--- src/rtl/core/kco_pkg.sv ---
// Package: shared constants and types for the keyed cache with oldest eviction.
`timescale 1ns / 1ps
`default_nettype none
package kco_pkg;

  localparam int ENTRIES   = 8;
  localparam int IDX_W     = (ENTRIES > 1) ? $clog2(ENTRIES) : 1;
  localparam int TYPE_W    = 4;
  localparam int KEY_W     = 64;
  localparam int TIME_W    = 32;
  localparam int QUAL_W    = 64;

  localparam logic [TYPE_W-1:0] ETH_TYPE_RESET = TYPE_W'(1);
  localparam logic              CMD_ADD        = 1'b0;
  localparam logic              CMD_LOOKUP     = 1'b1;
  localparam logic [IDX_W-1:0]  IDX_LAST       = IDX_W'(ENTRIES - 1);

  typedef struct packed {
    logic [TYPE_W-1:0] conn_type;
    logic [KEY_W-1:0]  name_key;
    logic [TIME_W-1:0] upd_time;
    logic [QUAL_W-1:0] quality;
  } entry_t;

  typedef struct packed {
    logic match;
    logic older;
  } cmp_res_t;

  typedef struct packed {
    logic             clr_en;
    logic [IDX_W-1:0] clr_idx;
    logic             wr_en;
    logic [IDX_W-1:0] wr_idx;
  } store_ctl_t;

endpackage
`default_nettype wire

--- src/rtl/core/kco_store.sv ---
// Record store: per-slot valid flags and record registers, one read and one write port.
`timescale 1ns / 1ps
`default_nettype none
module kco_store (
  input  wire logic                      clk,
  input  wire logic                      rst_n,
  input  wire kco_pkg::store_ctl_t       ctl,
  input  wire kco_pkg::entry_t           wr_entry,
  input  wire logic [kco_pkg::IDX_W-1:0] rd_idx,
  output kco_pkg::entry_t                rd_entry,
  output logic                           rd_valid
);
  import kco_pkg::*;

  entry_t             entry_r [ENTRIES];
  logic [ENTRIES-1:0] valid_r;
  logic [ENTRIES-1:0] valid_nxt;

  always_comb begin
    valid_nxt = valid_r;
    if (ctl.clr_en) begin
      valid_nxt[ctl.clr_idx] = 1'b0;
    end
    if (ctl.wr_en) begin
      valid_nxt[ctl.wr_idx] = 1'b1;
    end
  end

  always_ff @(posedge clk) begin
    if (!rst_n) begin
      valid_r <= '0;
    end else begin
      valid_r <= valid_nxt;
    end
  end

  always_ff @(posedge clk) begin
    if (ctl.wr_en) begin
      entry_r[ctl.wr_idx] <= wr_entry;
    end
  end

  assign rd_entry = entry_r[rd_idx];
  assign rd_valid = valid_r[rd_idx];

`ifndef ASSERT_OFF
  a_wr_sets_valid: assert property (@(posedge clk) disable iff (!rst_n)
    ctl.wr_en |=> valid_r[$past(ctl.wr_idx)])
    else $error("written slot not valid");
  a_clr_only: assert property (@(posedge clk) disable iff (!rst_n)
    (ctl.clr_en && !ctl.wr_en) |=> !valid_r[$past(ctl.clr_idx)])
    else $error("cleared slot still valid");
  a_one_change: assert property (@(posedge clk) disable iff (!rst_n)
    !ctl.clr_en |=> $countones(valid_r & ~$past(valid_r)) <= 1)
    else $error("more than one slot filled at once");
`endif

endmodule
`default_nettype wire

--- src/rtl/core/kco_cmp.sv ---
// Shared compare unit: key match and timestamp age test for one record.
`timescale 1ns / 1ps
`default_nettype none
module kco_cmp (
  input  wire kco_pkg::entry_t            entry,
  input  wire logic                       entry_valid,
  input  wire logic [kco_pkg::TYPE_W-1:0] conn_type,
  input  wire logic [kco_pkg::KEY_W-1:0]  name_key,
  input  wire logic [kco_pkg::TIME_W-1:0] best_time,
  output kco_pkg::cmp_res_t               res
);
  import kco_pkg::*;

  always_comb begin
    res.match = entry_valid && (entry.conn_type == conn_type) && (entry.name_key == name_key);
    res.older = entry.upd_time < best_time;
  end

endmodule
`default_nettype wire

--- src/rtl/core/keyed_cache_oldest_eviction.sv ---
// Top level: command sequencer walking the record store through the shared compare unit.
// After acceptance a command scans all ENTRIES slots, updates in the finish state, then strobes its result.
// A new command is taken only while idle; busy is high for the scan of all
// ENTRIES slots plus the finish (update) state, set by the single store read port.
// Results are strobed for one cycle on out_valid; the receiver cannot stall.
// Reset (rst_n low, synchronous): all slots invalid, ethernet type code 1.
`timescale 1ns / 1ps
`default_nettype none
module keyed_cache_oldest_eviction (
  input  wire logic                       clk,
  input  wire logic                       rst_n,
  input  wire logic                       start,
  output logic                            busy,
  input  wire logic                       in_cmd,
  input  wire logic [kco_pkg::TYPE_W-1:0] in_conn_type,
  input  wire logic [kco_pkg::KEY_W-1:0]  in_name_key,
  input  wire logic                       in_name_empty,
  input  wire logic [kco_pkg::TIME_W-1:0] in_update_time,
  input  wire logic [kco_pkg::QUAL_W-1:0] in_quality_in,
  output logic                            out_valid,
  output logic                            out_hit,
  output logic [kco_pkg::QUAL_W-1:0]      out_quality_out,
  output logic                            out_stored,
  input  wire logic                       cfg_valid,
  output logic                            cfg_ready,
  input  wire logic [kco_pkg::TYPE_W-1:0] cfg_data
);
  import kco_pkg::*;

  typedef enum logic [2:0] {
    ST_IDLE   = 3'b001,
    ST_SCAN   = 3'b010,
    ST_FINISH = 3'b100
  } state_t;

  state_t            state_r, state_nxt;
  logic [IDX_W-1:0]  cnt_r, cnt_nxt;
  logic [TYPE_W-1:0] eth_r;

  logic              cmd_r, empty_r;
  logic [TYPE_W-1:0] type_r;
  logic [KEY_W-1:0]  key_r;
  logic [TIME_W-1:0] time_r;
  logic [QUAL_W-1:0] qin_r;

  logic              match_r, match_nxt;
  logic [IDX_W-1:0]  match_idx_r, match_idx_nxt;
  logic              free_r, free_nxt;
  logic [IDX_W-1:0]  free_idx_r, free_idx_nxt;
  logic [IDX_W-1:0]  old_idx_r, old_idx_nxt;
  logic [TIME_W-1:0] old_time_r, old_time_nxt;
  logic [QUAL_W-1:0] qual_r, qual_nxt;

  logic              out_valid_r, out_hit_r, out_stored_r;
  logic [QUAL_W-1:0] out_quality_r;

  entry_t            rd_entry;
  entry_t            wr_entry;
  logic              rd_valid;
  cmp_res_t          cmp;
  store_ctl_t        ctl;

  logic              accept;
  logic              refuse;
  logic              do_store;
  logic [IDX_W-1:0]  slot;

  assign accept    = start && (state_r == ST_IDLE);
  assign busy      = (state_r != ST_IDLE);
  assign cfg_ready = 1'b1;

  kco_store u_store (
    .clk      (clk),
    .rst_n    (rst_n),
    .ctl      (ctl),
    .wr_entry (wr_entry),
    .rd_idx   (cnt_r),
    .rd_entry (rd_entry),
    .rd_valid (rd_valid)
  );

  kco_cmp u_cmp (
    .entry       (rd_entry),
    .entry_valid (rd_valid),
    .conn_type   (type_r),
    .name_key    (key_r),
    .best_time   (old_time_r),
    .res         (cmp)
  );

  always_comb begin
    refuse   = (cmd_r == CMD_ADD) && empty_r && (type_r != eth_r);
    do_store = (state_r == ST_FINISH) && (cmd_r == CMD_ADD) && !refuse;
    if (match_r && free_r) begin
      slot = (free_idx_r < match_idx_r) ? free_idx_r : match_idx_r;
    end else if (match_r) begin
      slot = match_idx_r;
    end else if (free_r) begin
      slot = free_idx_r;
    end else begin
      slot = old_idx_r;
    end
    ctl.clr_en  = do_store && match_r;
    ctl.clr_idx = match_idx_r;
    ctl.wr_en   = do_store;
    ctl.wr_idx  = slot;
    wr_entry.conn_type = type_r;
    wr_entry.name_key  = key_r;
    wr_entry.upd_time  = time_r;
    wr_entry.quality   = qin_r;
  end

  always_comb begin
    state_nxt     = state_r;
    cnt_nxt       = cnt_r;
    match_nxt     = match_r;
    match_idx_nxt = match_idx_r;
    free_nxt      = free_r;
    free_idx_nxt  = free_idx_r;
    old_idx_nxt   = old_idx_r;
    old_time_nxt  = old_time_r;
    qual_nxt      = qual_r;
    case (state_r)
      ST_IDLE: begin
        if (accept) begin
          state_nxt = ST_SCAN;
          cnt_nxt   = '0;
          match_nxt = 1'b0;
          free_nxt  = 1'b0;
        end
      end
      ST_SCAN: begin
        if (cmp.match && !match_r) begin
          match_nxt     = 1'b1;
          match_idx_nxt = cnt_r;
          qual_nxt      = rd_entry.quality;
        end
        if (!rd_valid && !free_r) begin
          free_nxt     = 1'b1;
          free_idx_nxt = cnt_r;
        end
        if (rd_valid && ((cnt_r == '0) || cmp.older)) begin
          old_idx_nxt  = cnt_r;
          old_time_nxt = rd_entry.upd_time;
        end
        if (cnt_r == IDX_LAST) begin
          state_nxt = ST_FINISH;
        end else begin
          cnt_nxt = cnt_r + IDX_W'(1);
        end
      end
      ST_FINISH: begin
        state_nxt = ST_IDLE;
      end
      default: begin
        state_nxt = ST_IDLE;
      end
    endcase
  end

  always_ff @(posedge clk) begin
    if (!rst_n) begin
      state_r     <= ST_IDLE;
      cnt_r       <= '0;
      eth_r       <= ETH_TYPE_RESET;
      out_valid_r <= 1'b0;
      match_r     <= 1'b0;
      free_r      <= 1'b0;
    end else begin
      state_r     <= state_nxt;
      cnt_r       <= cnt_nxt;
      match_r     <= match_nxt;
      free_r      <= free_nxt;
      out_valid_r <= (state_r == ST_FINISH);
      if (cfg_valid && cfg_ready) begin
        eth_r <= cfg_data;
      end
    end
  end

  always_ff @(posedge clk) begin
    match_idx_r <= match_idx_nxt;
    free_idx_r  <= free_idx_nxt;
    old_idx_r   <= old_idx_nxt;
    old_time_r  <= old_time_nxt;
    qual_r      <= qual_nxt;
    if (accept) begin
      cmd_r   <= in_cmd;
      type_r  <= in_conn_type;
      key_r   <= in_name_key;
      empty_r <= in_name_empty;
      time_r  <= in_update_time;
      qin_r   <= in_quality_in;
    end
    if (state_r == ST_FINISH) begin
      out_hit_r     <= (cmd_r == CMD_LOOKUP) && match_r;
      out_quality_r <= ((cmd_r == CMD_LOOKUP) && match_r) ? qual_r : '0;
      out_stored_r  <= do_store;
    end
  end

  assign out_valid       = out_valid_r;
  assign out_hit         = out_hit_r;
  assign out_quality_out = out_quality_r;
  assign out_stored      = out_stored_r;

`ifndef ASSERT_OFF
  a_strobe_pulse: assert property (@(posedge clk) disable iff (!rst_n)
    out_valid |=> !out_valid)
    else $error("result strobe longer than one cycle");
  a_accept_busy: assert property (@(posedge clk) disable iff (!rst_n)
    (start && !busy) |=> busy)
    else $error("not busy after accepting a command");
  a_hit_xor_store: assert property (@(posedge clk) disable iff (!rst_n)
    out_valid |-> !(out_hit && out_stored))
    else $error("hit and stored both set");
  a_strobe_after_finish: assert property (@(posedge clk) disable iff (!rst_n)
    out_valid |-> $past(state_r == ST_FINISH))
    else $error("result strobe without finished command");
  a_no_store_lookup: assert property (@(posedge clk) disable iff (!rst_n)
    (ctl.wr_en) |-> (cmd_r == CMD_ADD))
    else $error("store written on lookup");
`endif

endmodule
`default_nettype wire

--- config.mk ---
export PLATFORM = sky130hd
export DESIGN_NAME = keyed_cache_oldest_eviction
export DESIGN_NICKNAME = d
export VERILOG_FILES = /design/src/rtl/core/kco_pkg.sv /design/src/rtl/core/kco_store.sv /design/src/rtl/core/kco_cmp.sv /design/src/rtl/core/keyed_cache_oldest_eviction.sv
export SDC_FILE = /design/constraint.sdc
export NUM_CORES = 1
export LEC_CHECK = 0
export CAP_MARGIN = 20
export CORE_AREA = 3 3 389 295
export CTS_CLUSTER_DIAMETER = 150
export DETAILED_ROUTE_END_ITERATION = 7
export DIE_AREA = 0 0 392 298
export DONT_BUFFER_PORTS = 1
export PLACE_DENSITY = 0.75
export SYNTH_ARGS = -nofsm -noshare
export SYNTH_HDL_FRONTEND = slang
export SYNTH_SLANG_ARGS = --single-unit
export TNS_END_PERCENT = 5
--- constraint.sdc ---
create_clock -name clk -period 18.3 [get_ports clk]
set_clock_uncertainty 0.05 [all_clocks]
set_input_delay 2.745 -clock clk [delete_from_list [all_inputs] [get_ports clk]]
set_output_delay 2.745 -clock clk [all_outputs]
set_load 0.05 [all_outputs]
==> flow_summary.json <==
{
  "synth.top_cell.area_share": 0.781,
  "post_drt_wl_per_cell_um": 28.3,
  "worstPathMaxFanout": 45,
  "avgSynthCellArea_um2": 21.6,
  "slew_violations": 0,
  "dp_hpwl_um": 69600,
  "grt_pass1_vias": 30300,
  "via_count": 29000,
  "synth_edf_count": 1649,
  "wirelength_um": 131000,
  "hold_viol": 0,
  "ctsResizeCount": 0,
  "firstDrtPassIters": 6,
  "setup_viol": 0,
  "cts_buffer_depth": 3,
  "grt_max_degree": 170,
  "cts_setup_buffers": 0,
  "finalPower_w": 0.00754,
  "cts_root_buf": "clkbuf_16",
  "yosys_warnings": 0,
  "use_met2": 0.366,
  "peakVddDrop_uv": 92.4,
  "hold_buffers": 0,
  "synth_common_cells": "edfxtp_1 (1649), mux4_2 (239), mux2i_1 (208), mux2_2 (96), and3_1 (79)",
  "overflow": 0,
  "power.density_mw_per_mm2": 108,
  "syn2layout_area_growth_pct": 10.6,
  "ys_async_sr_fraction": 0,
  "die_x_um": 392,
  "path_class": "register to register",
  "start_util": 0.570,
  "synth_top_cell_by_area": "edfxtp_1",
  "gr-usage-met1": 0.321,
  "period_needed_ps": 6030,
  "p_leak_nw": 21.9,
  "crit_path_end_kind": "register",
  "holdCritPathClass": "register to register",
  "routed_via_density": 6.29,
  "clk_pin_slew_ps": 60,
  "critPathRequiredTime_ps": 18660,
  "grt-busiest-layer": "met2",
  "dieArea_mm2": 0.117,
  "grt_use_met3": 0.0442,
  "arrival_ps": 6390,
  "cp-start-kind": "register",
  "synth_cells": 2935,
  "cts_num_sinks": 1673,
  "io_pins": 243,
  "synth_area_leaders": "edfxtp_1 (78%), mux4_2 (8.5%), mux2i_1 (3.3%)",
  "grt_pass1_wl_um": 195000,
  "placementRows": 106,
  "ys_seq_elements": 1673,
  "antenna_found_initial": 30,
  "post-route-period-util": 0.330,
  "gp_congestion": 0.780,
  "core_area_mm2": 0.111,
  "relSlewSlack": 0.124,
  "rsz0062_at_grt": "false",
  "tns_ps": 0,
  "tightest_slew_ps": 1310,
  "numPortBuffers": 0,
  "synth_area_mm2": 0.0634,
  "drive_gt1_frac": 0.200,
  "grt_usage": 0.227,
  "maxCapViolCount": 0,
  "synth_nets": 3146,
  "htreeDepth": 4,
  "ant_nets": 0,
  "status": "completed",
  "die_h_um": 298,
  "cts_tree": "done",
  "yosysMostFrequentCell": "edfxtp_1",
  "nNetsFinal": 3229,
  "synthFlopType": "edfxtp_1",
  "clock_latency_ps": 760,
  "ys_seq_area_frac": 0.789,
  "fillers": 7267,
  "numCtsBuffers": 154,
  "yosysUniqueCellTypes": 64,
  "route.detailed.drc": 0,
  "drt_iter0_drc": 2862,
  "fmax_mhz": 166
}
## worst paths after layout
check,to,slack [ps],cells past startpoint,start
max,old_time_r[10],12270,13,register
min,eth_r[0],460,2,eth_r[0]
max reg2reg,old_time_r[10],12270,13,register
min reg2reg,eth_r[0],460,2,eth_r[0]
## per-layer routing
layer,share of wire,vias to the layer above
met5,0.00031,-
met4,0.019,6
met3,0.075,195
met2,0.50,1224
met1,0.41,15200
li1,-,12400
## critical path: stages (launching register included)
cell       delay, ps
dfxtp_4          950
buf_4            850
buf_4            710
mux4_2           590
mux2_2           290
ha_1             300
a21o_1           170
a21o_1           170
a21o_1           170
a21o_1           170
a21oi_1          140
o2111ai_1        200
o21ai_4          460
buf_4            400
## power by group
part           internal, W  switching (W)   total, W
combinational    0.0000352      0.0000541  0.0000893
clock              0.00179        0.00136    0.00315
sequential         0.00425      0.0000588    0.00431
## through the flow
step | util | hold WS, ps | setup WS, ps | cell area [um2] | std cells
floorplan | - | 412 | 72.9 | 63400 | 2935
global placement | 0.585 | 431 | 12230 | 65000 | 4318
detailed placement | 0.585 | 441 | 12130 | 65000 | 4318
CTS | 0.630 | 459 | 12110 | 70000 | 4596
global route | 0.630 | 502 | 11700 | 70100 | 4602
finish | 0.631 | 456 | 12270 | 70100 | 4615
## flip-flops by register name (all words and copies together) (netlist names), 3 cells and up, named ones only
register,cells
cnt_r,3
eth_r,4
free_idx_r,3
key_r,64
match_idx_r,3
old_idx_r,3
old_time_r,32
out_quality_out,64
qin_r,64
qual_r,64
state_r,3
time_r,32
type_r,4
u_store.entry_r,1312
u_store.valid_r,8
## cell usage in the layout (no fill, tap or decap), drive strengths merged, types with 37 or more instances in the layout
master,synthesis,routed
a22o,63,63
mux2,96,96
buf,69,55
mux2i,211,211
and3,79,79
edfxtp,1649,1649
mux4,239,239
clkbuf,59,195
clkinv,0,56
ha,37,37
inv,40,48
## cell type report
type / count / area (um2) / area share
Clock inverter: 83 / 861 / 0.0123
Multi-Input combinational cell: 1094 / 12600 / 0.180
Inverter: 40 / 158 / 0.00225
Clock buffer: 195 / 4110 / 0.0587
Timing Repair Buffer: 55 / 465 / 0.00664
Antenna cell: 17 / 42.5 / 0.000607
Sequential cell: 1673 / 50000 / 0.714
Tap cell: 1458 / 1820 / 0.0260
## logic make-up after synthesis
| logic type | share of synthesized area |
|---|---|
| adder cells (fa/ha/maj) | 0.00731 |
| XOR/XNOR | 0.00263 |
| AND/OR/NAND/NOR | 0.0256 |
| flip-flops | 0.789 |
| buffers and inverters | 0.0136 |
| other | 0.0000592 |
| multiplexers | 0.136 |
| AO/OA/AOI/OAI | 0.0258 |
No activity file was read; power rests on OpenSTA's default activity.
